[src/assert_macros.svh]
// Assertion macros shared by the gait generator RTL.
`ifndef ASSERT_MACROS_SVH
`define ASSERT_MACROS_SVH

// Same-cycle implication, checked at every rising clock edge outside reset.
`define ASSERT_IMP(lbl, ante, cons) \
	lbl: assert property (@(posedge clk) disable iff (!arst_n) (ante) |-> (cons)) \
		else $error("gait generator assertion failed");

// Next-cycle implication, checked at every rising clock edge outside reset.
`define ASSERT_NEXT(lbl, ante, cons) \
	lbl: assert property (@(posedge clk) disable iff (!arst_n) (ante) |=> (cons)) \
		else $error("gait generator assertion failed");

`endif

[src/wgsvg_pkg.sv]
// Shared widths, types and codes of the gait swing velocity generator.
package wgsvg_pkg;

	// Leg count and timer width.
	localparam int NUM_LEGS   = 4;
	localparam int TIMER_BITS = 16;
	localparam int LEG_W      = (NUM_LEGS > 1) ? $clog2(NUM_LEGS) : 1;
	localparam logic [LEG_W-1:0] LAST_LEG = LEG_W'(NUM_LEGS - 1);

	// Field widths.
	localparam int IDX_W   = 2;
	localparam int STEP_W  = 18;
	localparam int DUR_W   = 16;
	localparam int INC_W   = 8;
	localparam int INV_W   = 23;
	localparam int SCALE_W = 33;
	localparam int VEL_W   = 24;

	// Internal arithmetic widths.
	localparam int GAIN_W = 35;
	localparam int H_W    = 37;
	localparam int P_W    = 29;
	localparam int V_W    = 25;
	localparam int MA_W   = 37;
	localparam int MB_W   = 29;
	localparam int PROD_W = MA_W + MB_W;
	localparam int R_W    = 42;
	localparam int CMP_W  = ((TIMER_BITS > DUR_W) ? TIMER_BITS : DUR_W) + 2;

	// Port widths.
	localparam int CFG_IDX_W  = 3;
	localparam int CFG_DATA_W = 23;
	localparam int IN_W       = 8;
	localparam int OUT_W      = 104;

	// Configuration register indexes.
	typedef enum logic [CFG_IDX_W-1:0] {
		REG_FORWARD_STEP   = 3'd0,
		REG_SIDE_STEP      = 3'd1,
		REG_STEP_HEIGHT    = 3'd2,
		REG_STEP_DURATION  = 3'd3,
		REG_TICK_INCREMENT = 3'd4,
		REG_INV_DURATION   = 3'd5
	} reg_idx_t;

	// Datapath operations, one product each.
	typedef enum logic [3:0] {
		OP_GX, OP_GY, OP_GZ, OP_PHASE,
		OP_X1, OP_X2, OP_X3,
		OP_Z1, OP_Z2, OP_Z3, OP_Z4,
		OP_VX, OP_VY, OP_VZ
	} op_t;

	// Configuration as seen by the datapath.
	typedef struct packed {
		logic signed [STEP_W-1:0] forward_step;
		logic signed [STEP_W-1:0] side_step;
		logic signed [STEP_W-1:0] step_height;
		logic [DUR_W-1:0]         step_duration;
		logic [INC_W-1:0]         tick_increment;
		logic [INV_W-1:0]         inv_duration;
		logic [SCALE_W-1:0]       scale;
	} cfg_t;

	// Commands from the controller to the datapath.
	typedef struct packed {
		op_t              op;
		logic             capture;
		logic             mul;
		logic             wb;
		logic             leg_start;
		logic             load_out;
		logic [LEG_W-1:0] leg;
	} cmd_t;

endpackage

[src/wgsvg_regs.sv]
// Configuration register file of the gait generator.
module wgsvg_regs import wgsvg_pkg::*; (
	input  logic                  clk,
	input  logic                  arst_n,
	input  logic                  wr_en,
	input  logic [CFG_IDX_W-1:0]  wr_index,
	input  logic [CFG_DATA_W-1:0] wr_data,
	output cfg_t                  cfg
);

	logic signed [STEP_W-1:0] fwd_q;
	logic signed [STEP_W-1:0] side_q;
	logic signed [STEP_W-1:0] height_q;
	logic [DUR_W-1:0]         dur_q;
	logic [INC_W-1:0]         inc_q;
	logic [INV_W-1:0]         inv_q;
	logic [SCALE_W-1:0]       scale_q;
	reg_idx_t                 idx;

	assign idx = reg_idx_t'(wr_index);

	// Register writes; unknown indexes are dropped.
	always_ff @(posedge clk or negedge arst_n) begin
		if (!arst_n) begin
			fwd_q    <= STEP_W'(19661);
			side_q   <= '0;
			height_q <= STEP_W'(6554);
			dur_q    <= DUR_W'(1000);
			inc_q    <= INC_W'(1);
			inv_q    <= INV_W'(16777);
		end else if (wr_en) begin
			unique case (idx)
				REG_FORWARD_STEP:   fwd_q    <= STEP_W'(wr_data);
				REG_SIDE_STEP:      side_q   <= STEP_W'(wr_data);
				REG_STEP_HEIGHT:    height_q <= STEP_W'(wr_data);
				REG_STEP_DURATION:  dur_q    <= DUR_W'(wr_data);
				REG_TICK_INCREMENT: inc_q    <= INC_W'(wr_data);
				REG_INV_DURATION:   inv_q    <= INV_W'(wr_data);
				default: ;
			endcase
		end
	end

	// Velocity scale inv_duration * 1000, updated in the cycle after its source.
	always_ff @(posedge clk or negedge arst_n) begin
		if (!arst_n) begin
			scale_q <= SCALE_W'(64'd16777000);
		end else begin
			scale_q <= {inv_q, 10'b0} - SCALE_W'({inv_q, 4'b0}) - SCALE_W'({inv_q, 3'b0});
		end
	end

	assign cfg.forward_step   = fwd_q;
	assign cfg.side_step      = side_q;
	assign cfg.step_height    = height_q;
	assign cfg.step_duration  = dur_q;
	assign cfg.tick_increment = inc_q;
	assign cfg.inv_duration   = inv_q;
	assign cfg.scale          = scale_q;

endmodule

[src/wgsvg_ctrl.sv]
// Controller state machine: sequences the gains, the legs and the product chain.
`include "assert_macros.svh"
module wgsvg_ctrl import wgsvg_pkg::*; (
	input  logic clk,
	input  logic arst_n,
	input  logic in_valid,
	input  logic in_run,
	output logic in_ready,
	output logic out_valid,
	input  logic out_ready,
	input  logic swing,
	output cmd_t cmd
);

	typedef enum logic [4:0] {
		ST_IDLE = 5'b00001,
		ST_MUL  = 5'b00010,
		ST_WB   = 5'b00100,
		ST_LEG  = 5'b01000,
		ST_EMIT = 5'b10000
	} state_t;

	state_t           state_q, state_d;
	op_t              op_q, op_d;
	logic [LEG_W-1:0] leg_q, leg_d;
	logic             out_valid_q;
	logic             in_acc;
	logic             out_free;

	assign in_ready  = (state_q == ST_IDLE);
	assign in_acc    = in_valid && in_ready;
	assign out_free  = !out_valid_q || out_ready;
	assign out_valid = out_valid_q;

	// Next state and commands.
	always_comb begin
		state_d = state_q;
		op_d    = op_q;
		leg_d   = leg_q;
		cmd     = '0;
		cmd.op  = op_q;
		cmd.leg = leg_q;
		unique case (state_q)
			ST_IDLE: begin
				if (in_acc && in_run) begin
					cmd.capture = 1'b1;
					op_d        = OP_GX;
					state_d     = ST_MUL;
				end
			end
			ST_MUL: begin
				cmd.mul = 1'b1;
				state_d = ST_WB;
			end
			ST_WB: begin
				cmd.wb  = 1'b1;
				state_d = ST_MUL;
				case (op_q)
					OP_GX:    op_d = OP_GY;
					OP_GY:    op_d = OP_GZ;
					OP_GZ: begin
						leg_d   = '0;
						state_d = ST_LEG;
					end
					OP_PHASE: op_d = OP_X1;
					OP_X1:    op_d = OP_X2;
					OP_X2:    op_d = OP_X3;
					OP_X3:    op_d = OP_Z1;
					OP_Z1:    op_d = OP_Z2;
					OP_Z2:    op_d = OP_Z3;
					OP_Z3:    op_d = OP_Z4;
					OP_Z4:    op_d = OP_VX;
					OP_VX:    op_d = OP_VY;
					OP_VY:    op_d = OP_VZ;
					OP_VZ:    state_d = ST_EMIT;
					default:  state_d = ST_IDLE;
				endcase
			end
			ST_LEG: begin
				cmd.leg_start = 1'b1;
				if (swing) begin
					op_d    = OP_PHASE;
					state_d = ST_MUL;
				end else begin
					state_d = ST_EMIT;
				end
			end
			ST_EMIT: begin
				if (out_free) begin
					cmd.load_out = 1'b1;
					if (leg_q == LAST_LEG) begin
						state_d = ST_IDLE;
					end else begin
						leg_d   = leg_q + 1'b1;
						state_d = ST_LEG;
					end
				end
			end
			default: state_d = ST_IDLE;
		endcase
	end

	// State registers and the output word flag.
	always_ff @(posedge clk or negedge arst_n) begin
		if (!arst_n) begin
			state_q     <= ST_IDLE;
			op_q        <= OP_GX;
			leg_q       <= '0;
			out_valid_q <= 1'b0;
		end else begin
			state_q <= state_d;
			op_q    <= op_d;
			leg_q   <= leg_d;
			if (cmd.load_out) begin
				out_valid_q <= 1'b1;
			end else if (out_ready) begin
				out_valid_q <= 1'b0;
			end
		end
	end

	`ASSERT_IMP(a_load_slot_free, cmd.load_out, !out_valid_q || out_ready)
	`ASSERT_NEXT(a_busy_after_start, in_acc && in_run, !in_ready)
	`ASSERT_NEXT(a_last_leg_idle, cmd.load_out && (leg_q == LAST_LEG), state_q == ST_IDLE)

endmodule

[src/wgsvg_dp.sv]
// Datapath: leg timers, shared multiplier with rounding, velocity and output registers.
`include "assert_macros.svh"
module wgsvg_dp import wgsvg_pkg::*; (
	input  logic                    clk,
	input  logic                    arst_n,
	input  cfg_t                    cfg,
	input  logic                    in_walk,
	input  cmd_t                    cmd,
	output logic                    swing,
	output logic [IDX_W-1:0]        out_leg,
	output logic signed [VEL_W-1:0] out_vx,
	output logic signed [VEL_W-1:0] out_vy,
	output logic signed [VEL_W-1:0] out_vz,
	output logic signed [VEL_W-1:0] out_body,
	output logic                    out_last
);

	localparam longint Q24 = 64'sd16777216;
	localparam logic signed [R_W-1:0] K_X1 = R_W'(150 * Q24);
	localparam logic signed [R_W-1:0] K_X3 = R_W'(-Q24);
	localparam logic signed [R_W-1:0] K_Z1 = R_W'(-3072 * Q24);
	localparam logic signed [R_W-1:0] K_Z2 = R_W'(768 * Q24);
	localparam logic signed [H_W-1:0] H_X0 = H_W'(-300 * Q24);
	localparam logic signed [H_W-1:0] H_Z0 = H_W'(3840 * Q24);
	localparam logic [V_W-1:0] V_ONE = V_W'(Q24);
	localparam logic [PROD_W-1:0] PHASE_LIM = PROD_W'(Q24 >>> 2);
	localparam logic signed [R_W-1:0] VMAX = R_W'(64'sd8388607);
	localparam logic signed [R_W-1:0] VMIN = R_W'(-64'sd8388608);

	// Reset pattern of the leg timers, repeating every four legs.
	function automatic logic [TIMER_BITS-1:0] timer_reset(input int k);
		logic [TIMER_BITS-1:0] v;
		case (k[1:0])
			2'd0:    v = '0;
			2'd1:    v = TIMER_BITS'(750);
			2'd2:    v = TIMER_BITS'(250);
			default: v = TIMER_BITS'(500);
		endcase
		return v;
	endfunction

	// Clamp to the signed output range.
	function automatic logic signed [VEL_W-1:0] sat_vel(input logic signed [R_W-1:0] x);
		logic signed [VEL_W-1:0] y;
		if (x > VMAX) begin
			y = VEL_W'(VMAX);
		end else if (x < VMIN) begin
			y = VEL_W'(VMIN);
		end else begin
			y = VEL_W'(x);
		end
		return y;
	endfunction

	logic [TIMER_BITS-1:0]    timer_q [NUM_LEGS];
	logic                     walk_q;
	logic signed [GAIN_W-1:0] gx_q, gy_q, gz_q;
	logic signed [VEL_W-1:0]  body_q, vx_q, vy_q, vz_q;
	logic [V_W-1:0]           v_q;
	logic signed [H_W-1:0]    h_q;
	logic signed [P_W-1:0]    px_q, pz_q;
	logic [PROD_W-1:0]        prod_q;
	logic                     neg_q;
	logic [IDX_W-1:0]         out_leg_q;
	logic signed [VEL_W-1:0]  out_vx_q, out_vy_q, out_vz_q, out_body_q;
	logic                     out_last_q;

	// Timer of the current leg: cleared once it reaches the step duration.
	logic [TIMER_BITS-1:0] t_cur, t_eff, t_next;
	logic [TIMER_BITS:0]   t_sum;

	assign t_cur = timer_q[cmd.leg];
	assign t_eff = (CMP_W'(t_cur) >= CMP_W'(cfg.step_duration)) ? '0 : t_cur;
	assign swing = walk_q && (CMP_W'({t_eff, 2'b00}) < CMP_W'(cfg.step_duration));
	assign t_sum = {1'b0, t_eff} + (TIMER_BITS + 1)'(cfg.tick_increment);

	always_comb begin
		if (!walk_q) begin
			t_next = t_eff;
		end else if (t_sum[TIMER_BITS]) begin
			t_next = '1;
		end else begin
			t_next = t_sum[TIMER_BITS-1:0];
		end
	end

	// Operand selection for the shared multiplier, split into sign and magnitude.
	logic signed [MA_W-1:0] a_s;
	logic signed [MB_W-1:0] b_s;
	logic [MA_W-1:0]        a_mag;
	logic [MB_W-1:0]        b_mag;
	logic [PROD_W-1:0]      prod_d;

	always_comb begin
		case (cmd.op) inside
			OP_GX: begin
				a_s = MA_W'($signed({1'b0, cfg.scale}));
				b_s = MB_W'(cfg.forward_step);
			end
			OP_GY: begin
				a_s = MA_W'($signed({1'b0, cfg.scale}));
				b_s = MB_W'(cfg.side_step);
			end
			OP_GZ: begin
				a_s = MA_W'($signed({1'b0, cfg.scale}));
				b_s = MB_W'(cfg.step_height);
			end
			OP_PHASE: begin
				a_s = MA_W'($signed({1'b0, t_eff}));
				b_s = MB_W'($signed({1'b0, cfg.inv_duration}));
			end
			OP_X1, OP_X2, OP_X3, OP_Z1, OP_Z2, OP_Z3, OP_Z4: begin
				a_s = MA_W'(h_q);
				b_s = MB_W'($signed({1'b0, v_q}));
			end
			OP_VX: begin
				a_s = MA_W'(gx_q);
				b_s = MB_W'(px_q);
			end
			OP_VY: begin
				a_s = MA_W'(gy_q);
				b_s = MB_W'(px_q);
			end
			OP_VZ: begin
				a_s = MA_W'(gz_q);
				b_s = MB_W'(pz_q);
			end
			default: begin
				a_s = '0;
				b_s = '0;
			end
		endcase
		a_mag  = a_s[MA_W-1] ? MA_W'(-a_s) : MA_W'(a_s);
		b_mag  = b_s[MB_W-1] ? MB_W'(-b_s) : MB_W'(b_s);
		prod_d = a_mag * b_mag;
	end

	// Round half away from zero, restore the sign and add the Horner constant.
	logic [5:0]             sh;
	logic [PROD_W:0]        half, m_full;
	logic [PROD_W-1:0]      m;
	logic signed [R_W-1:0]  k, m_r, res;

	always_comb begin
		case (cmd.op) inside
			OP_GX, OP_GY, OP_GZ: sh = 6'd16;
			OP_PHASE:            sh = 6'd0;
			OP_VX, OP_VY, OP_VZ: sh = 6'd32;
			default:             sh = 6'd24;
		endcase
		case (cmd.op)
			OP_X1:   k = K_X1;
			OP_X3:   k = K_X3;
			OP_Z1:   k = K_Z1;
			OP_Z2:   k = K_Z2;
			default: k = '0;
		endcase
		half   = (sh == 6'd0) ? '0 : ((PROD_W + 1)'(1) << (sh - 6'd1));
		m_full = ({1'b0, prod_q} + half) >> sh;
		m      = m_full[PROD_W-1:0];
		m_r    = R_W'(m);
		res    = neg_q ? (k - m_r) : (k + m_r);
	end

	// Phase clamp and Horner start values.
	logic [V_W-1:0]        v_n;
	logic signed [H_W-1:0] v_ext, vq_ext, h_x0, h_z0;

	always_comb begin
		v_n    = (m > PHASE_LIM) ? V_ONE : {m[V_W-3:0], 2'b00};
		v_ext  = H_W'(v_n);
		vq_ext = H_W'(v_q);
		h_x0   = H_X0 + (v_ext <<< 7) + (v_ext <<< 4) + (v_ext <<< 2) + (v_ext <<< 1);
		h_z0   = H_Z0 - (vq_ext <<< 10) - (vq_ext <<< 9);
	end

	// Body velocity: forward gain divided by 2^8, rounded half away from zero, zero while not walking.
	logic [GAIN_W-1:0]       gmag;
	logic [GAIN_W:0]         gsum;
	logic [GAIN_W:0]         gdiv;
	logic signed [R_W-1:0]   body_r;
	logic signed [VEL_W-1:0] body_d;

	always_comb begin
		gmag   = gx_q[GAIN_W-1] ? GAIN_W'(-gx_q) : GAIN_W'(gx_q);
		gsum   = {1'b0, gmag} + (GAIN_W + 1)'(128);
		gdiv   = gsum >> 8;
		body_r = gx_q[GAIN_W-1] ? -R_W'(gdiv) : R_W'(gdiv);
		body_d = walk_q ? sat_vel(body_r) : '0;
	end

	// Control state: walk flag and leg timers.
	always_ff @(posedge clk or negedge arst_n) begin
		if (!arst_n) begin
			walk_q <= 1'b0;
			for (int i = 0; i < NUM_LEGS; i++) begin
				timer_q[i] <= timer_reset(i);
			end
		end else begin
			if (cmd.capture) begin
				walk_q <= in_walk;
			end
			if (cmd.load_out) begin
				timer_q[cmd.leg] <= t_next;
			end
		end
	end

	// Product register, write-back of each operation and the output word.
	always_ff @(posedge clk) begin
		if (cmd.mul) begin
			prod_q <= prod_d;
			neg_q  <= a_s[MA_W-1] ^ b_s[MB_W-1];
		end
		if (cmd.wb) begin
			case (cmd.op) inside
				OP_GX: gx_q <= GAIN_W'(res);
				OP_GY: begin
					gy_q   <= GAIN_W'(res);
					body_q <= body_d;
				end
				OP_GZ: gz_q <= GAIN_W'(res);
				OP_PHASE: begin
					v_q <= v_n;
					h_q <= h_x0;
				end
				OP_X1, OP_X2, OP_Z1, OP_Z2, OP_Z3: h_q <= H_W'(res);
				OP_X3: begin
					px_q <= P_W'(res);
					h_q  <= h_z0;
				end
				OP_Z4: pz_q <= P_W'(res);
				OP_VX: vx_q <= sat_vel(res);
				OP_VY: vy_q <= sat_vel(res);
				OP_VZ: vz_q <= sat_vel(res);
				default: ;
			endcase
		end
		if (cmd.leg_start) begin
			vx_q <= '0;
			vy_q <= '0;
			vz_q <= '0;
		end
		if (cmd.load_out) begin
			out_leg_q  <= IDX_W'(cmd.leg);
			out_vx_q   <= vx_q;
			out_vy_q   <= vy_q;
			out_vz_q   <= vz_q;
			out_body_q <= body_q;
			out_last_q <= (cmd.leg == LAST_LEG);
		end
	end

	assign out_leg  = out_leg_q;
	assign out_vx   = out_vx_q;
	assign out_vy   = out_vy_q;
	assign out_vz   = out_vz_q;
	assign out_body = out_body_q;
	assign out_last = out_last_q;

	`ASSERT_NEXT(a_stopped_zero, cmd.load_out && !walk_q, (out_vx_q == '0) && (out_vy_q == '0) && (out_vz_q == '0) && (out_body_q == '0))
	`ASSERT_IMP(a_phase_bound, cmd.mul && (cmd.op == OP_X1 || cmd.op == OP_X2 || cmd.op == OP_X3 || cmd.op == OP_Z1 || cmd.op == OP_Z2 || cmd.op == OP_Z3 || cmd.op == OP_Z4), v_q <= V_ONE)

endmodule

[src/walk_gait_swing_velocity_generator.sv]
// A tick's first leg word follows the three gain products and the leg check, plus the phase,
// Horner and velocity products if that leg swings; a new tick waits for the previous tick's
// last word. Products share one 37 x 29 bit multiplier, each then rounded and written back.
// A tick with clock_running low gives no words and the block is ready again next cycle.
// Reset (arst_n low, asynchronous) idles the controller, drops the output word, loads the
// register reset values and sets the leg timers to 0, 750, 250 and 500 ms.
module walk_gait_swing_velocity_generator import wgsvg_pkg::*; (
	input  logic                  clk,
	input  logic                  arst_n,
	input  logic                  s_tvalid,
	output logic                  s_tready,
	input  logic [IN_W-1:0]       s_tdata,   // clock_running, walk_enabled, zero pad
	output logic                  m_tvalid,
	input  logic                  m_tready,
	output logic [OUT_W-1:0]      m_tdata,   // leg_index, foot_vel_x, foot_vel_y,
	                                         // foot_vel_z, body_vel_x, zero pad
	output logic                  m_tlast,
	input  logic                  cfg_valid,
	output logic                  cfg_ready,
	input  logic [CFG_IDX_W-1:0]  cfg_index,
	input  logic [CFG_DATA_W-1:0] cfg_data
);

	cfg_t                    cfg;
	cmd_t                    cmd;
	logic                    swing;
	logic [IDX_W-1:0]        out_leg;
	logic signed [VEL_W-1:0] out_vx, out_vy, out_vz, out_body;

	assign cfg_ready = 1'b1;

	wgsvg_regs u_regs (
		.clk      (clk),
		.arst_n   (arst_n),
		.wr_en    (cfg_valid && cfg_ready),
		.wr_index (cfg_index),
		.wr_data  (cfg_data),
		.cfg      (cfg)
	);

	wgsvg_ctrl u_ctrl (
		.clk       (clk),
		.arst_n    (arst_n),
		.in_valid  (s_tvalid),
		.in_run    (s_tdata[0]),
		.in_ready  (s_tready),
		.out_valid (m_tvalid),
		.out_ready (m_tready),
		.swing     (swing),
		.cmd       (cmd)
	);

	wgsvg_dp u_dp (
		.clk      (clk),
		.arst_n   (arst_n),
		.cfg      (cfg),
		.in_walk  (s_tdata[1]),
		.cmd      (cmd),
		.swing    (swing),
		.out_leg  (out_leg),
		.out_vx   (out_vx),
		.out_vy   (out_vy),
		.out_vz   (out_vz),
		.out_body (out_body),
		.out_last (m_tlast)
	);

	// Output word packing, first field in the lowest bits.
	assign m_tdata = {6'b0, out_body, out_vz, out_vy, out_vx, out_leg};

endmodule

[config.mk]
export PLATFORM = sky130hd
export DESIGN_NAME = walk_gait_swing_velocity_generator
export DESIGN_NICKNAME = d
export VERILOG_FILES = /design/src/wgsvg_pkg.sv /design/src/wgsvg_regs.sv /design/src/wgsvg_ctrl.sv /design/src/wgsvg_dp.sv /design/src/walk_gait_swing_velocity_generator.sv
export VERILOG_INCLUDE_DIRS = /design/src /design/src/src
export SDC_FILE = /design/constraint.sdc
export NUM_CORES = 2
export LEC_CHECK = 0
export BUFFER_PORTS_ARGS = -buffer_cell sky130_fd_sc_hd__buf_4
export CAP_MARGIN = 10
export CORE_MARGIN = 2
export CORE_UTILIZATION = 50
export CTS_BUF_LIST = sky130_fd_sc_hd__clkbuf_8
export DETAILED_ROUTE_END_ITERATION = 16
export PLACE_DENSITY = 0.66
export SLEW_MARGIN = 20
export SYNTH_ARGS = -nofsm -noshare
export SYNTH_HDL_FRONTEND = slang
export SYNTH_SLANG_ARGS = --single-unit
[constraint.sdc]
create_clock -name clk -period 26.3 [get_ports clk]
set_clock_uncertainty 0.15 [all_clocks]
set_input_delay 2.63 -clock clk [delete_from_list [all_inputs] [get_ports clk]]
set_output_delay 2.63 -clock clk [all_outputs]
set_load 0.1 [all_outputs]
==> impl_metrics.json <==
{
  "final_area_um2": 83800,
  "start_util_pct": 50.4,
  "nets": 9744,
  "routed_via_density": 6.06,
  "area_growth_pct": 9.49,
  "layout_setup_ws_ns": 8.46,
  "drt-met1-wl_um": 106000,
  "synth-edff-count": 413,
  "slowest_stage": "a31oi_1",
  "setup_tns_ns": 0,
  "drt_first_iter_violations": 6894,
  "dr_wl_met3_um": 34100,
  "ys_seq_elements": 693,
  "fin_crit_ns": 17.84,
  "grt_max_degree": 84,
  "seq_area_um2": 19100,
  "top_layer_used": "met5",
  "yosysWarnings": 0,
  "maxSlewViolCount": 0,
  "critPathRequiredTime_ns": 26.76,
  "synth_ff_type": "edfxtp_1",
  "crit_path_end_kind": "register",
  "cp-start-kind": "register",
  "cts.sink_count": 693,
  "cp.arrival_ns": 18.30,
  "rows": 143,
  "post-place-ws_ns": 9.13,
  "dieArea_um2": 156000,
  "crit_top_cell": "a21o_1",
  "via_count": 63000,
  "cts_resized": 0,
  "postCtsSetupBuffers": 0,
  "crit_fanout": 31,
  "min_period_over_period_pct": 67.8,
  "timing.fmax_mhz": 56.1,
  "avgRoutedWirePerCell_um": 26.9,
  "dpl-instance-area_um2": 81100,
  "grt_pass1_wl_um": 413000,
  "portBuffers": 133,
  "place.gp.congestion": 1.01,
  "drt_pass1_iterations": 6,
  "hold_path_class": "register to register",
  "multi_input_area_um2": 52600,
  "syn_area_per_cell_um2": 9.37,
  "ant_nets": 0,
  "core_region_area_um2": 152000,
  "clk_pin_slew_ns": 0.07,
  "wl_met2_um": 120000,
  "slew_headroom_pct": 8.00,
  "drv_cap": 0,
  "crit_start": "u_ctrl.leg_q[0]",
  "grt_usage_pct": 35.9,
  "finalSetupViolations": 0,
  "ios": 147,
  "outcome": "complete, no violations",
  "die_h_um": 395,
  "reg2reg_from": "u_ctrl.leg_q[0]",
  "drive_above_1_share_pct": 10.9,
  "async_reset_ff_share_pct": 30.0,
  "final_hold_viol_count": 0,
  "antenna_found_initial": 19,
  "syn-cell-area_um2": 76500,
  "clockBufferDepth": 3,
  "grt_pass1_vias": 63800,
  "cts_root_buf": "clkbuf_8",
  "grt_overflow": 0,
  "route.detailed.drc": 0,
  "routed_wl_um": 280000,
  "yosys.cell_types.count": 103,
  "cts_max_level": 3,
  "cts_made_buffers": 116,
  "n_fill_cell": 13500,
  "clock_latency_ns": 0.92,
  "ys_seq_area_share_pct": 25.0,
  "netlist_instances": 8161,
  "critPathKind": "register to register",
  "chipWidth_um": 395,
  "grt_setup_unrepaired": "false",
  "cts_tree": "done",
  "dp_hpwl_um": 213000,
  "hold_buffers": 0,
  "tightest_slew_ns": 1.37,
  "hp-start": "u_dp.body_q[0]",
  "max_stage_delay_ns": 0.96
}
-- layout make-up --
class	instances	area share, %
well taps	2030	3.03
flip-flops and latches	693	22.8
multi-input cells	5958	62.8
clock inverters	86	0.837
inverters	1141	5.11
repair buffers	348	3.14
diodes	5	0.0149
clock buffers	134	2.20
-- per-stage QoR --
step / util (%) / hold WS, ns / cells
2_1_floorplan: - / 0.250 / 8181
3_3_place_gp: 53.4 / 0.258 / 10200
5_1_grt: 55.1 / 0.225 / 10400
3_5_place_dp: 53.4 / 0.257 / 10200
4_1_cts: 55.1 / 0.225 / 10400
6_report: 55.1 / 0.242 / 10400
-- synth_stat cells (all sizes together) (107+ instances only) --
cell type | instances | share of area (%)
mux2 | 107 | 1.6
edfxtp | 413 | 16
nor3 | 115 | 0.77
a21oi | 319 | 2.1
fa | 996 | 26
clkbuf | 342 | 1.7
ha | 451 | 7.4
o21ai | 370 | 2.4
dfrtp | 143 | 4.7
nand2 | 927 | 4.6
inv | 1139 | 5.6
xor2 | 157 | 1.8
xnor2 | 266 | 3.0
nor2 | 888 | 4.4
-- cell usage in the layout, fill, tap and decap left out, types with 43 or more instances in the layout --
cell type	Yosys	final
xor2_1	157	128
a21o_1	105	105
dfxtp_1	72	72
inv_1	1138	1165
nor2b_1	53	53
dfstp_2	65	65
a22oi_1	53	52
o21a_1	43	43
a21oi_1	319	315
fa_1	996	996
o21ai_1	78	80
buf_4	8	342
ha_1	451	451
clkbuf_8	0	134
dfrtp_1	143	141
nand2_1	924	923
o21ai_0	292	285
nor3_1	113	105
nand2b_1	78	78
nand3_1	106	105
xnor2_1	266	227
mux2_2	106	106
and3_1	63	63
edfxtp_1	413	413
and2_1	72	71
nor2_1	888	879
nand4_1	46	46
a31oi_1	60	60
-- state kept, by name, indices dropped and copies added (netlist names), 18 cells and up --
name             count
u_dp.vy_q           24
u_dp.v_q            23
u_dp.gz_q           35
u_dp.out_vy         24
u_dp.px_q           29
u_dp.prod_q         66
u_dp.vz_q           24
u_regs.side_q       18
u_regs.scale_q      30
u_dp.vx_q           24
u_dp.body_q         24
u_regs.inv_q        23
u_dp.timer_q        64
u_dp.out_body       24
u_dp.out_vz         24
u_regs.fwd_q        18
u_regs.height_q     18
u_dp.h_q            37
u_dp.gx_q           35
u_dp.pz_q           29
u_dp.gy_q           35
u_dp.out_vx         24
-- worst max-delay path: cells and delay by family, from the launching register on --
family          cells  cell delay, ns
simple gates        7            1.38
buf+inv             7            1.15
fa+ha+maj          11            5.04
mux                 1            0.69
xor+xnor            2            0.98
compound gates     23            7.63
flops               1            0.45
-- cells by family (layout without fill, tap and decap cells) --
family / count (synthesis) / after routing / synth area share, %
buf+inv: 1530 / 1709 / 7.61
other cells: 2 / 27 / 0.00982
mux: 168 / 168 / 2.73
simple gates: 2525 / 2525 / 14.7
flops: 693 / 693 / 25.0
xor+xnor: 423 / 423 / 4.84
compound gates: 1373 / 1373 / 11.7
fa+ha+maj: 1447 / 1447 / 33.4
-- routing by layer --
layer	track usage (%)	up-vias
met4	20.3	20
met5	0	-
met3	11.1	869
li1	-	27100
met1	47.0	31700
met2	52.9	3348
-- worst paths after layout --
kind,end,slack (ns),cells after the start
setup / recovery,u_dp.prod_q[65],8.46,51
hold / removal,u_dp.out_body[0],0.24,0
setup reg to reg,u_dp.prod_q[65],8.46,51
hold reg to reg,u_dp.out_body[0],0.24,0
max in group asynchronous,u_dp.timer_q[50],22.88,2
min in group asynchronous,u_dp.walk_q,1.57,1
Power is not shown: default switching activity piles up to over one toggle a cycle in this logic, so the estimate is an artifact.
